==> config.mk <==
export PLATFORM = sky130hd
export DESIGN_NAME = lottery_scheduler_pick_flat
export DESIGN_NICKNAME = d
export VERILOG_FILES = /design/src/rtl/lsp_pkg.sv /design/src/rtl/lsp_if.sv /design/src/rtl/lottery_scheduler_pick.sv /design/src/rtl/lsp_cell.sv /design/src/rtl/lsp_mod.sv /design/src/flat_wrapper.sv
export SDC_FILE = /design/constraint.sdc
export NUM_CORES = 2
export LEC_CHECK = 0
export ABC_CLOCK_PERIOD_IN_PS = 9200
export BUFFER_PORTS_ARGS = -buffer_cell sky130_fd_sc_hd__buf_2
export CELL_PAD_IN_SITES_DETAIL_PLACEMENT = 1
export CELL_PAD_IN_SITES_GLOBAL_PLACEMENT = 2
export CORE_AREA = 2 2 299 301
export DETAILED_ROUTE_END_ITERATION = 8
export DIE_AREA = 0 0 301 303
export HOLD_SLACK_MARGIN = 0.12
export PLACE_DENSITY = 0.95
export SYNTH_ARGS = -nofsm -noshare
export SYNTH_HDL_FRONTEND = slang
export SYNTH_SLANG_ARGS = --single-unit
==> constraint.sdc <==
create_clock -name clk -period 9.2 [get_ports clk]
set_input_delay 1.38 -clock clk [delete_from_list [all_inputs] [get_ports clk]]
set_output_delay 1.38 -clock clk [all_outputs]
set_load 0.05 [all_outputs]
==> src/rtl/lsp_pkg.sv <==
`default_nettype none
package lsp_pkg;

  localparam int MAX_PROCS   = 16;
  localparam int TICKET_BITS = 8;

  localparam int OP_W    = 2;
  localparam int ID_W    = 8;
  localparam int TCIN_W  = 8;
  localparam int RAND_W  = 31;
  localparam int TKT_W   = TICKET_BITS;
  localparam int CNT_W   = $clog2(MAX_PROCS + 1);
  localparam int TOTAL_W = TICKET_BITS + CNT_W;
  localparam int STEP_W  = $clog2(RAND_W + 1);

  localparam logic [OP_W-1:0] OP_ADD   = 2'd0;
  localparam logic [OP_W-1:0] OP_ALLOC = 2'd1;
  localparam logic [OP_W-1:0] OP_SEL   = 2'd2;

  // token that ripples down the row of cells
  typedef struct packed {
    logic               sel;
    logic [TOTAL_W-1:0] val;
    logic               found;
    logic [ID_W-1:0]    winner;
  } link_t;

endpackage
`default_nettype wire

==> src/rtl/lsp_if.sv <==
`default_nettype none
interface lsp_req_if;
  import lsp_pkg::*;

  logic              valid;
  logic              ready;
  logic [OP_W-1:0]   opcode;
  logic [ID_W-1:0]   proc_id;
  logic [TCIN_W-1:0] ticket_count;
  logic [RAND_W-1:0] random_value;

  modport source (output valid, output opcode, output proc_id, output ticket_count,
                  output random_value, input ready);
  modport sink (input valid, input opcode, input proc_id, input ticket_count,
                input random_value, output ready);
endinterface

interface lsp_rsp_if;
  import lsp_pkg::*;

  logic            valid;
  logic            ready;
  logic [ID_W-1:0] winner_id;
  logic            no_winner;
  logic            table_full;

  modport source (output valid, output winner_id, output no_winner, output table_full,
                  input ready);
  modport sink (input valid, input winner_id, input no_winner, input table_full,
                output ready);
endinterface
`default_nettype wire

==> src/rtl/lottery_scheduler_pick.sv <==
// weighted lottery picker: one request in, one result out
// req channel: opcode, proc_id, ticket_count, random_value; res channel:
// winner_id, no_winner, table_full. one request is worked on at a time and
// req.ready is high only while the block waits for a new request.
// add and the unused opcode go straight from accept to the result state.
// allocate sends a running sum down the row of MAX_PROCS cells, one cell a
// cycle, and commits the sum it collects.
// select first reduces random_value by the committed total in a one bit per
// cycle remainder unit, then walks the cell row.
// a finished result sits in an output register; a new request is taken while
// it waits, and its own result is held back until the receiver takes the old
// one. reset empties the table and clears the committed total; the entries
// themselves are not cleared.
`default_nettype none
module lottery_scheduler_pick (
  input logic           clk,
  input logic           rst,
  lsp_req_if.sink       req,
  lsp_rsp_if.source     rsp
);
  import lsp_pkg::*;

  typedef enum logic [1:0] {IDLE, MODW, WALK, RES} state_t;

  state_t             state;
  logic [CNT_W-1:0]   entry_count;
  logic [CNT_W-1:0]   committed_count;
  logic [TOTAL_W-1:0] committed_total;
  logic [CNT_W-1:0]   cnt;
  link_t              head;
  link_t              links [MAX_PROCS];
  logic [MAX_PROCS-1:0] we;
  logic [MAX_PROCS-1:0] en;

  logic [ID_W-1:0] res_winner;
  logic            res_none;
  logic            res_full;
  logic            out_valid;
  logic [ID_W-1:0] out_winner;
  logic            out_none;
  logic            out_full;

  logic             accept;
  logic             full;
  logic             mod_start;
  logic             mod_done;
  logic [TOTAL_W-1:0] mod_rem;

  assign req.ready = (state == IDLE);
  assign accept    = req.valid && (state == IDLE);
  assign full      = (entry_count == CNT_W'(MAX_PROCS));

  assign mod_start = accept && (req.opcode == OP_SEL) && (committed_total != '0);

  lsp_mod u_mod (
    .clk      (clk),
    .rst      (rst),
    .start    (mod_start),
    .dividend (req.random_value),
    .divisor  (committed_total),
    .done     (mod_done),
    .rem      (mod_rem)
  );

  for (genvar i = 0; i < MAX_PROCS; i++) begin : g_cell
    assign we[i] = accept && (req.opcode == OP_ADD) && !full &&
                   (entry_count == CNT_W'(i));
    // select sees committed entries, allocate sees pending ones
    assign en[i] = head.sel ? (CNT_W'(i) < committed_count)
                            : (CNT_W'(i) >= committed_count) && (CNT_W'(i) < entry_count);

    lsp_cell u_cell (
      .clk        (clk),
      .we         (we[i]),
      .wr_id      (req.proc_id),
      .wr_tickets (TKT_W'(req.ticket_count)),
      .en         (en[i]),
      .link_in    ((i == 0) ? head : links[(i == 0) ? 0 : i - 1]),
      .link_out   (links[i])
    );
  end

  always_ff @(posedge clk) begin
    if (rst) begin
      state           <= IDLE;
      entry_count     <= '0;
      committed_count <= '0;
      committed_total <= '0;
      out_valid       <= 1'b0;
      cnt             <= '0;
      head            <= '0;
      res_winner      <= '0;
      res_none        <= 1'b0;
      res_full        <= 1'b0;
      out_winner      <= '0;
      out_none        <= 1'b0;
      out_full        <= 1'b0;
    end else begin
      // in RES the output register is reloaded below
      if (out_valid && rsp.ready && (state != RES)) begin
        out_valid <= 1'b0;
      end
      case (state)
        IDLE: begin
          if (req.valid) begin
            res_winner <= '0;
            res_none   <= 1'b0;
            res_full   <= 1'b0;
            case (req.opcode)
              OP_ADD: begin
                if (full) begin
                  res_full <= 1'b1;
                end else begin
                  entry_count <= entry_count + 1'b1;
                end
                state <= RES;
              end
              OP_ALLOC: begin
                head  <= '{sel: 1'b0, val: committed_total, found: 1'b0, winner: '0};
                cnt   <= '0;
                state <= WALK;
              end
              OP_SEL: begin
                if (committed_total == '0) begin
                  res_none <= 1'b1;
                  state    <= RES;
                end else begin
                  state <= MODW;
                end
              end
              default: state <= RES;
            endcase
          end
        end
        MODW: begin
          if (mod_done) begin
            head  <= '{sel: 1'b1, val: mod_rem, found: 1'b0, winner: '0};
            cnt   <= '0;
            state <= WALK;
          end
        end
        WALK: begin
          cnt <= cnt + 1'b1;
          // token has left the last cell
          if (cnt == CNT_W'(MAX_PROCS)) begin
            if (head.sel) begin
              res_winner <= links[MAX_PROCS-1].found ? links[MAX_PROCS-1].winner : '0;
            end else begin
              committed_total <= links[MAX_PROCS-1].val;
              committed_count <= entry_count;
            end
            state <= RES;
          end
        end
        RES: begin
          if (!out_valid || rsp.ready) begin
            out_valid  <= 1'b1;
            out_winner <= res_winner;
            out_none   <= res_none;
            out_full   <= res_full;
            state      <= IDLE;
          end
        end
        default: state <= IDLE;
      endcase
    end
  end

  assign rsp.valid      = out_valid;
  assign rsp.winner_id  = out_winner;
  assign rsp.no_winner  = out_none;
  assign rsp.table_full = out_full;

  a_commit_le_entries: assert property (@(posedge clk) disable iff (rst)
    committed_count <= entry_count)
    else $error("committed count ahead of entry count");

  a_entries_bounded: assert property (@(posedge clk) disable iff (rst)
    entry_count <= CNT_W'(MAX_PROCS))
    else $error("entry count beyond table size");

  a_result_flags: assert property (@(posedge clk) disable iff (rst)
    out_valid && out_none |-> (out_winner == '0) && !out_full)
    else $error("no-winner result carries other flags");

  a_mod_done_in_wait: assert property (@(posedge clk) disable iff (rst)
    mod_done |-> state == MODW)
    else $error("remainder finished outside its wait state");

  a_walk_bounded: assert property (@(posedge clk) disable iff (rst)
    state == WALK |-> cnt <= CNT_W'(MAX_PROCS))
    else $error("walk ran past the last cell");

endmodule
`default_nettype wire

==> src/rtl/lsp_cell.sv <==
`default_nettype none
module lsp_cell (
  input  logic                      clk,
  input  logic                      we,
  input  logic [lsp_pkg::ID_W-1:0]  wr_id,
  input  logic [lsp_pkg::TKT_W-1:0] wr_tickets,
  input  logic                      en,
  input  lsp_pkg::link_t            link_in,
  output lsp_pkg::link_t            link_out
);
  import lsp_pkg::*;

  logic [ID_W-1:0]  id;
  logic [TKT_W-1:0] tickets;
  link_t            link_next;

  always_comb begin
    link_next = link_in;
    if (en) begin
      if (link_in.sel) begin
        // walk: claim the index if it falls in this range, else skip past it
        if (!link_in.found) begin
          if (link_in.val < TOTAL_W'(tickets)) begin
            link_next.found  = 1'b1;
            link_next.winner = id;
          end else begin
            link_next.val = link_in.val - TOTAL_W'(tickets);
          end
        end
      end else begin
        link_next.val = link_in.val + TOTAL_W'(tickets);
      end
    end
  end

  always_ff @(posedge clk) begin
    if (we) begin
      id      <= wr_id;
      tickets <= wr_tickets;
    end
    link_out <= link_next;
  end

endmodule
`default_nettype wire

==> src/rtl/lsp_mod.sv <==
`default_nettype none
module lsp_mod (
  input  logic                        clk,
  input  logic                        rst,
  input  logic                        start,
  input  logic [lsp_pkg::RAND_W-1:0]  dividend,
  input  logic [lsp_pkg::TOTAL_W-1:0] divisor,
  output logic                        done,
  output logic [lsp_pkg::TOTAL_W-1:0] rem
);
  import lsp_pkg::*;

  logic [RAND_W-1:0] quo;
  logic [STEP_W-1:0] steps;
  logic              busy;
  logic [TOTAL_W:0]  trial;

  // restoring remainder, one dividend bit per cycle
  assign trial = {rem, quo[RAND_W-1]};

  always_ff @(posedge clk) begin
    if (rst) begin
      busy <= 1'b0;
      done <= 1'b0;
    end else begin
      done <= 1'b0;
      if (start) begin
        quo   <= dividend;
        rem   <= '0;
        steps <= STEP_W'(RAND_W);
        busy  <= 1'b1;
      end else if (busy) begin
        quo <= quo << 1;
        if (trial >= {1'b0, divisor}) begin
          rem <= TOTAL_W'(trial - {1'b0, divisor});
        end else begin
          rem <= TOTAL_W'(trial);
        end
        steps <= steps - 1'b1;
        if (steps == STEP_W'(1)) begin
          busy <= 1'b0;
          done <= 1'b1;
        end
      end
    end
  end

endmodule
`default_nettype wire

==> src/flat_wrapper.sv <==
// flat-port wrapper written by rule: the top's interface ports become plain ports
module lottery_scheduler_pick_flat import lsp_pkg::*;
  (clk, rst, req_valid, req_opcode, req_proc_id, req_ticket_count, req_random_value, req_ready, rsp_valid, rsp_winner_id, rsp_no_winner, rsp_table_full, rsp_ready);
  lsp_req_if req_i ();
  lsp_rsp_if rsp_i ();
  input logic clk;
  input logic rst;
  input wire logic [$bits(req_i.valid)-1:0] req_valid;
  input wire logic [$bits(req_i.opcode)-1:0] req_opcode;
  input wire logic [$bits(req_i.proc_id)-1:0] req_proc_id;
  input wire logic [$bits(req_i.ticket_count)-1:0] req_ticket_count;
  input wire logic [$bits(req_i.random_value)-1:0] req_random_value;
  output wire logic [$bits(req_i.ready)-1:0] req_ready;
  output wire logic [$bits(rsp_i.valid)-1:0] rsp_valid;
  output wire logic [$bits(rsp_i.winner_id)-1:0] rsp_winner_id;
  output wire logic [$bits(rsp_i.no_winner)-1:0] rsp_no_winner;
  output wire logic [$bits(rsp_i.table_full)-1:0] rsp_table_full;
  input wire logic [$bits(rsp_i.ready)-1:0] rsp_ready;
  assign req_i.valid = req_valid;
  assign req_i.opcode = req_opcode;
  assign req_i.proc_id = req_proc_id;
  assign req_i.ticket_count = req_ticket_count;
  assign req_i.random_value = req_random_value;
  assign req_ready = req_i.ready;
  assign rsp_valid = rsp_i.valid;
  assign rsp_winner_id = rsp_i.winner_id;
  assign rsp_no_winner = rsp_i.no_winner;
  assign rsp_table_full = rsp_i.table_full;
  assign rsp_i.ready = rsp_ready;
  lottery_scheduler_pick u_core (.clk(clk), .rst(rst), .req(req_i), .rsp(rsp_i));
endmodule
==> summary.txt <==
Placement
  • Post-Place Cells: between 5000 and 6000
  • Routability congestion estimate: between 0.8 and 0.9
  • Placement Cell Area: between 40000 and 50000 µm²
  • Number of buffers added on ports: 64
  • DPL Wire Length: 78.8 mm

Routing
  • DR DRC count: 0
  • Met1 Wirelength: 49.4 mm
  • 1st-iter DRT viols: 2065
  • Top routing layer in use: met5
  • Drt pass-1 iters: 5
  • Per-cell routed wire length: 21.9 µm
  • Routed vias: ~30000
  • Number of vias per cell: between 5 and 6
  • DRT antenna net count: 0
  • Met3 routed WL: 4.51 mm
  • Routed length on met2: ~56 mm
  • WL final: about 110 mm

Die
  • Core Area: roughly 88000 µm²
  • Initial Util: 0.446
  • Die area: a little over 90000 µm²
  • Num ports: 65
  • Die Span Y: 303 µm
  • Die Wd: around 300 µm
  • FP Rows: between 100 and 150

Setup path
  • CP Data Required Time: 9.45 ns
  • Data arrival time of the worst path: around 3.8 ns
  • Setup crit end kind: register
  • CP max FO: 16
  • Worst r2r path cells: 6
  • Crit Path Class: reg -> reg
  • Critical Path Start Type: register

Clock network
  • # H-tree levels: 3
  • Post-CTS Setup Inserts: 0
  • CTS buffer count: just over 80
  • Buffer depth of the longest clock path: 3
  • Worst-path clk slew: 0.06 ns
  • Post_cts resized: 0
  • # hold bufs at CTS: 0
  • CTS tree: done
  • CTS root buf: clkbuf_16
  • Clock Latency Late Sink: approximately 0.65 ns
  • Sink Count: roughly 740

Synth
  • Top_reg_cell synth: dfxtp_1
  • YS warnings: 0
  • Post-synth EDFFs: around 310
  • Seq/Total Area, Yosys: 0.455
  • Share of synthesized registers carrying an async set or reset: 0
  • Synth Instances: roughly 4000
  • Synthesized cell area: between 30000 and 40000 µm²
  • Yosys cell types: 93
  • Mean Syn Cell Area: ~10 µm²
  • Syn nets: between 4000 and 5000
  • Post-synthesis register bit count: approximately 740

Layout
  • Final Non-Filler Cells: 5223
  • Post-layout instance area: approximately 43000 µm²
  • # nets final: around 4400
  • Fin util: 0.494
  • Layout cells sized above 1: 0.101
  • Commonest non-fill, non-tap cell in the layout: dfxtp_1
  • Most frequent cells in the layout: dfxtp_1, nand2_1, inv_1
  • Area Growth Syn to Fin: 10.8%

STA
  • RSZ-0062 raised after global routing: no
  • Final Setup Violations: 0
  • Pins Over Slew Limit: 0
  • Slew @ Worst Pin: between 1 and 1.5 ns
  • Tmin final: between 3 and 4 ns
  • Hold_ws: about 0.45 ns
  • Top achievable clock speed: around 290 MHz
  • Tcrit/Tclk final: 0.381
  • Slew headroom: 0.189
  • Fin. Hold Viols: 0
  • Setup_tns: 0 ns
  • Clock skew: roughly 0.027 ns

Job
  • Max-Cap Viols: 0

Pwr
  • NetSw: roughly 4.2 mW
  • Switch share: 0.358
  • Comb power frac: 0.322
  • Sequential Power Share: 0.374
  • Pwr Density: between 200 and 300 nW/µm²
  • Clk pwr share: 0.305
  • Peak VDD IR: about 0.00017 V
  • Cell Int Power: ~7.5 mW
  • P_leak: ~18 nW

Global route
  • Largest net degree at the start of global routing: 64
  • Total grt overflow: 0
  • Initial antenna violation count: 11
  • First-pass GRT wire length: between 150 and 200 mm
  • Vias in the first global route: 31900
  • Gr usage total: 0.247

Worst hold path
  • Hold Path Class: reg -> reg
  • Worst hold path cell count: 2

Run status
  • Status: finished clean
[registers in the layout, indices dropped and copies added (netlist names), 2 cells and up]
name and flops:
u_core.committed_count 5, u_core.u_mod.rem 13, u_core.g_cell.u_cell.tickets 128, u_core.committed_total 13
u_core.g_cell.u_cell.link_out 367, u_core.u_mod.quo 31, u_core.g_cell.u_cell.id 128, u_core.state 2
u_core.cnt 5, u_core.head 14, u_core.res_winner 8, u_core.entry_count 5
u_core.rsp.winner_id 8, u_core.u_mod.steps 5
[critical path, cell delays in order, from the launching register on]
cell and delay, ns:
dfxtp_1 0.48, inv_1 0.16, ha_1 0.32, nor4bb_1 0.91, nor2_1 0.40, and3_1 0.35, and2_1 0.47
[routing by layer]
metal	vias up	GRT usage
li1	14200	-
met1	15000	0.308
met2	642	0.437
met3	248	0.0349
met4	16	0.0881
met5	-	0
[power groups by stage]
| stage | Clock [mW] | Sequential (mW) | Combinational, mW |
|---|---|---|---|
| after floorplan | 0 | 4.14 | 2.86 |
| after global placement | 0 | 4.38 | 3.48 |
| after detailed placement | 0 | 4.40 | 3.63 |
| after CTS | 3.61 | 4.35 | 3.73 |
| after global routing | 3.73 | 4.41 | 4.16 |
| final | 3.55 | 4.36 | 3.75 |
[kinds of logic (layout without fill, tap and decap cells)]
kind of cell	count (synthesis)	after routing	synth area share
other	0	1	0
buffers and inverters	475	560	0.0468
flip-flops	739	739	0.455
multiplexers	179	179	0.0501
AO/OA/AOI/OAI	961	961	0.160
XOR/XNOR	200	200	0.0447
adder cells (fa/ha/maj)	317	317	0.107
AND/OR/NAND/NOR	1101	1101	0.136
[path summary, 6_finish.rpt]
kind                                                       startpoint                                 end  slack [ns]
worst max register to register                  u_core.entry_count[1]  u_core.g_cell[4].u_cell.tickets[1]        5.70
worst min-delay path            u_core.g_cell[15].u_cell.link_out[15]           u_core.committed_total[6]        0.45
worst max-delay path                            u_core.entry_count[1]  u_core.g_cell[4].u_cell.tickets[1]        5.70
worst min register to register  u_core.g_cell[15].u_cell.link_out[15]           u_core.committed_total[6]        0.45
[cell type report]
type                            count  area [µm²]
Clock inverter                     37         489
Multi-Input combinational cell   2758       19600
Timing Repair Buffer               84         470
Antenna cell                        1        2.50
Sequential cell                   739       17800
Fill cell                        9679       44500
Clock buffer                      119        2430
Inverter                          320        1200
Tap cell                         1165        1460
[synthesized netlist by cell type (56+ instances only)]
cell type	number	area, µm²
a21oi_1	267	1340
clkbuf_1	136	510
dfxtp_1	434	8690
edfxtp_1	305	9160
ha_1	284	3550
inv_1	319	1200
mux2_2	134	1510
nand2_1	331	1240
nand2b_1	71	444
nand3_1	56	280
nor2_1	303	1140
nor2b_1	70	438
nor3_1	58	290
o21ai_0	182	911
o22ai_1	56	350
xnor2_1	119	1040
xor2_1	81	709
[per-stage QoR]
| stage | setup slack (ns) | power (mW) |
|---|---|---|
| CTS | 5.63 | 11.7 |
| finish | 5.70 | 11.7 |
| detailed placement | 5.13 | 8.03 |
| global route | 5.47 | 12.3 |
| global placement | 5.28 | 7.87 |
| floorplan | 4.43 | 7.01 |
No activity file was read; power rests on OpenSTA's default activity.
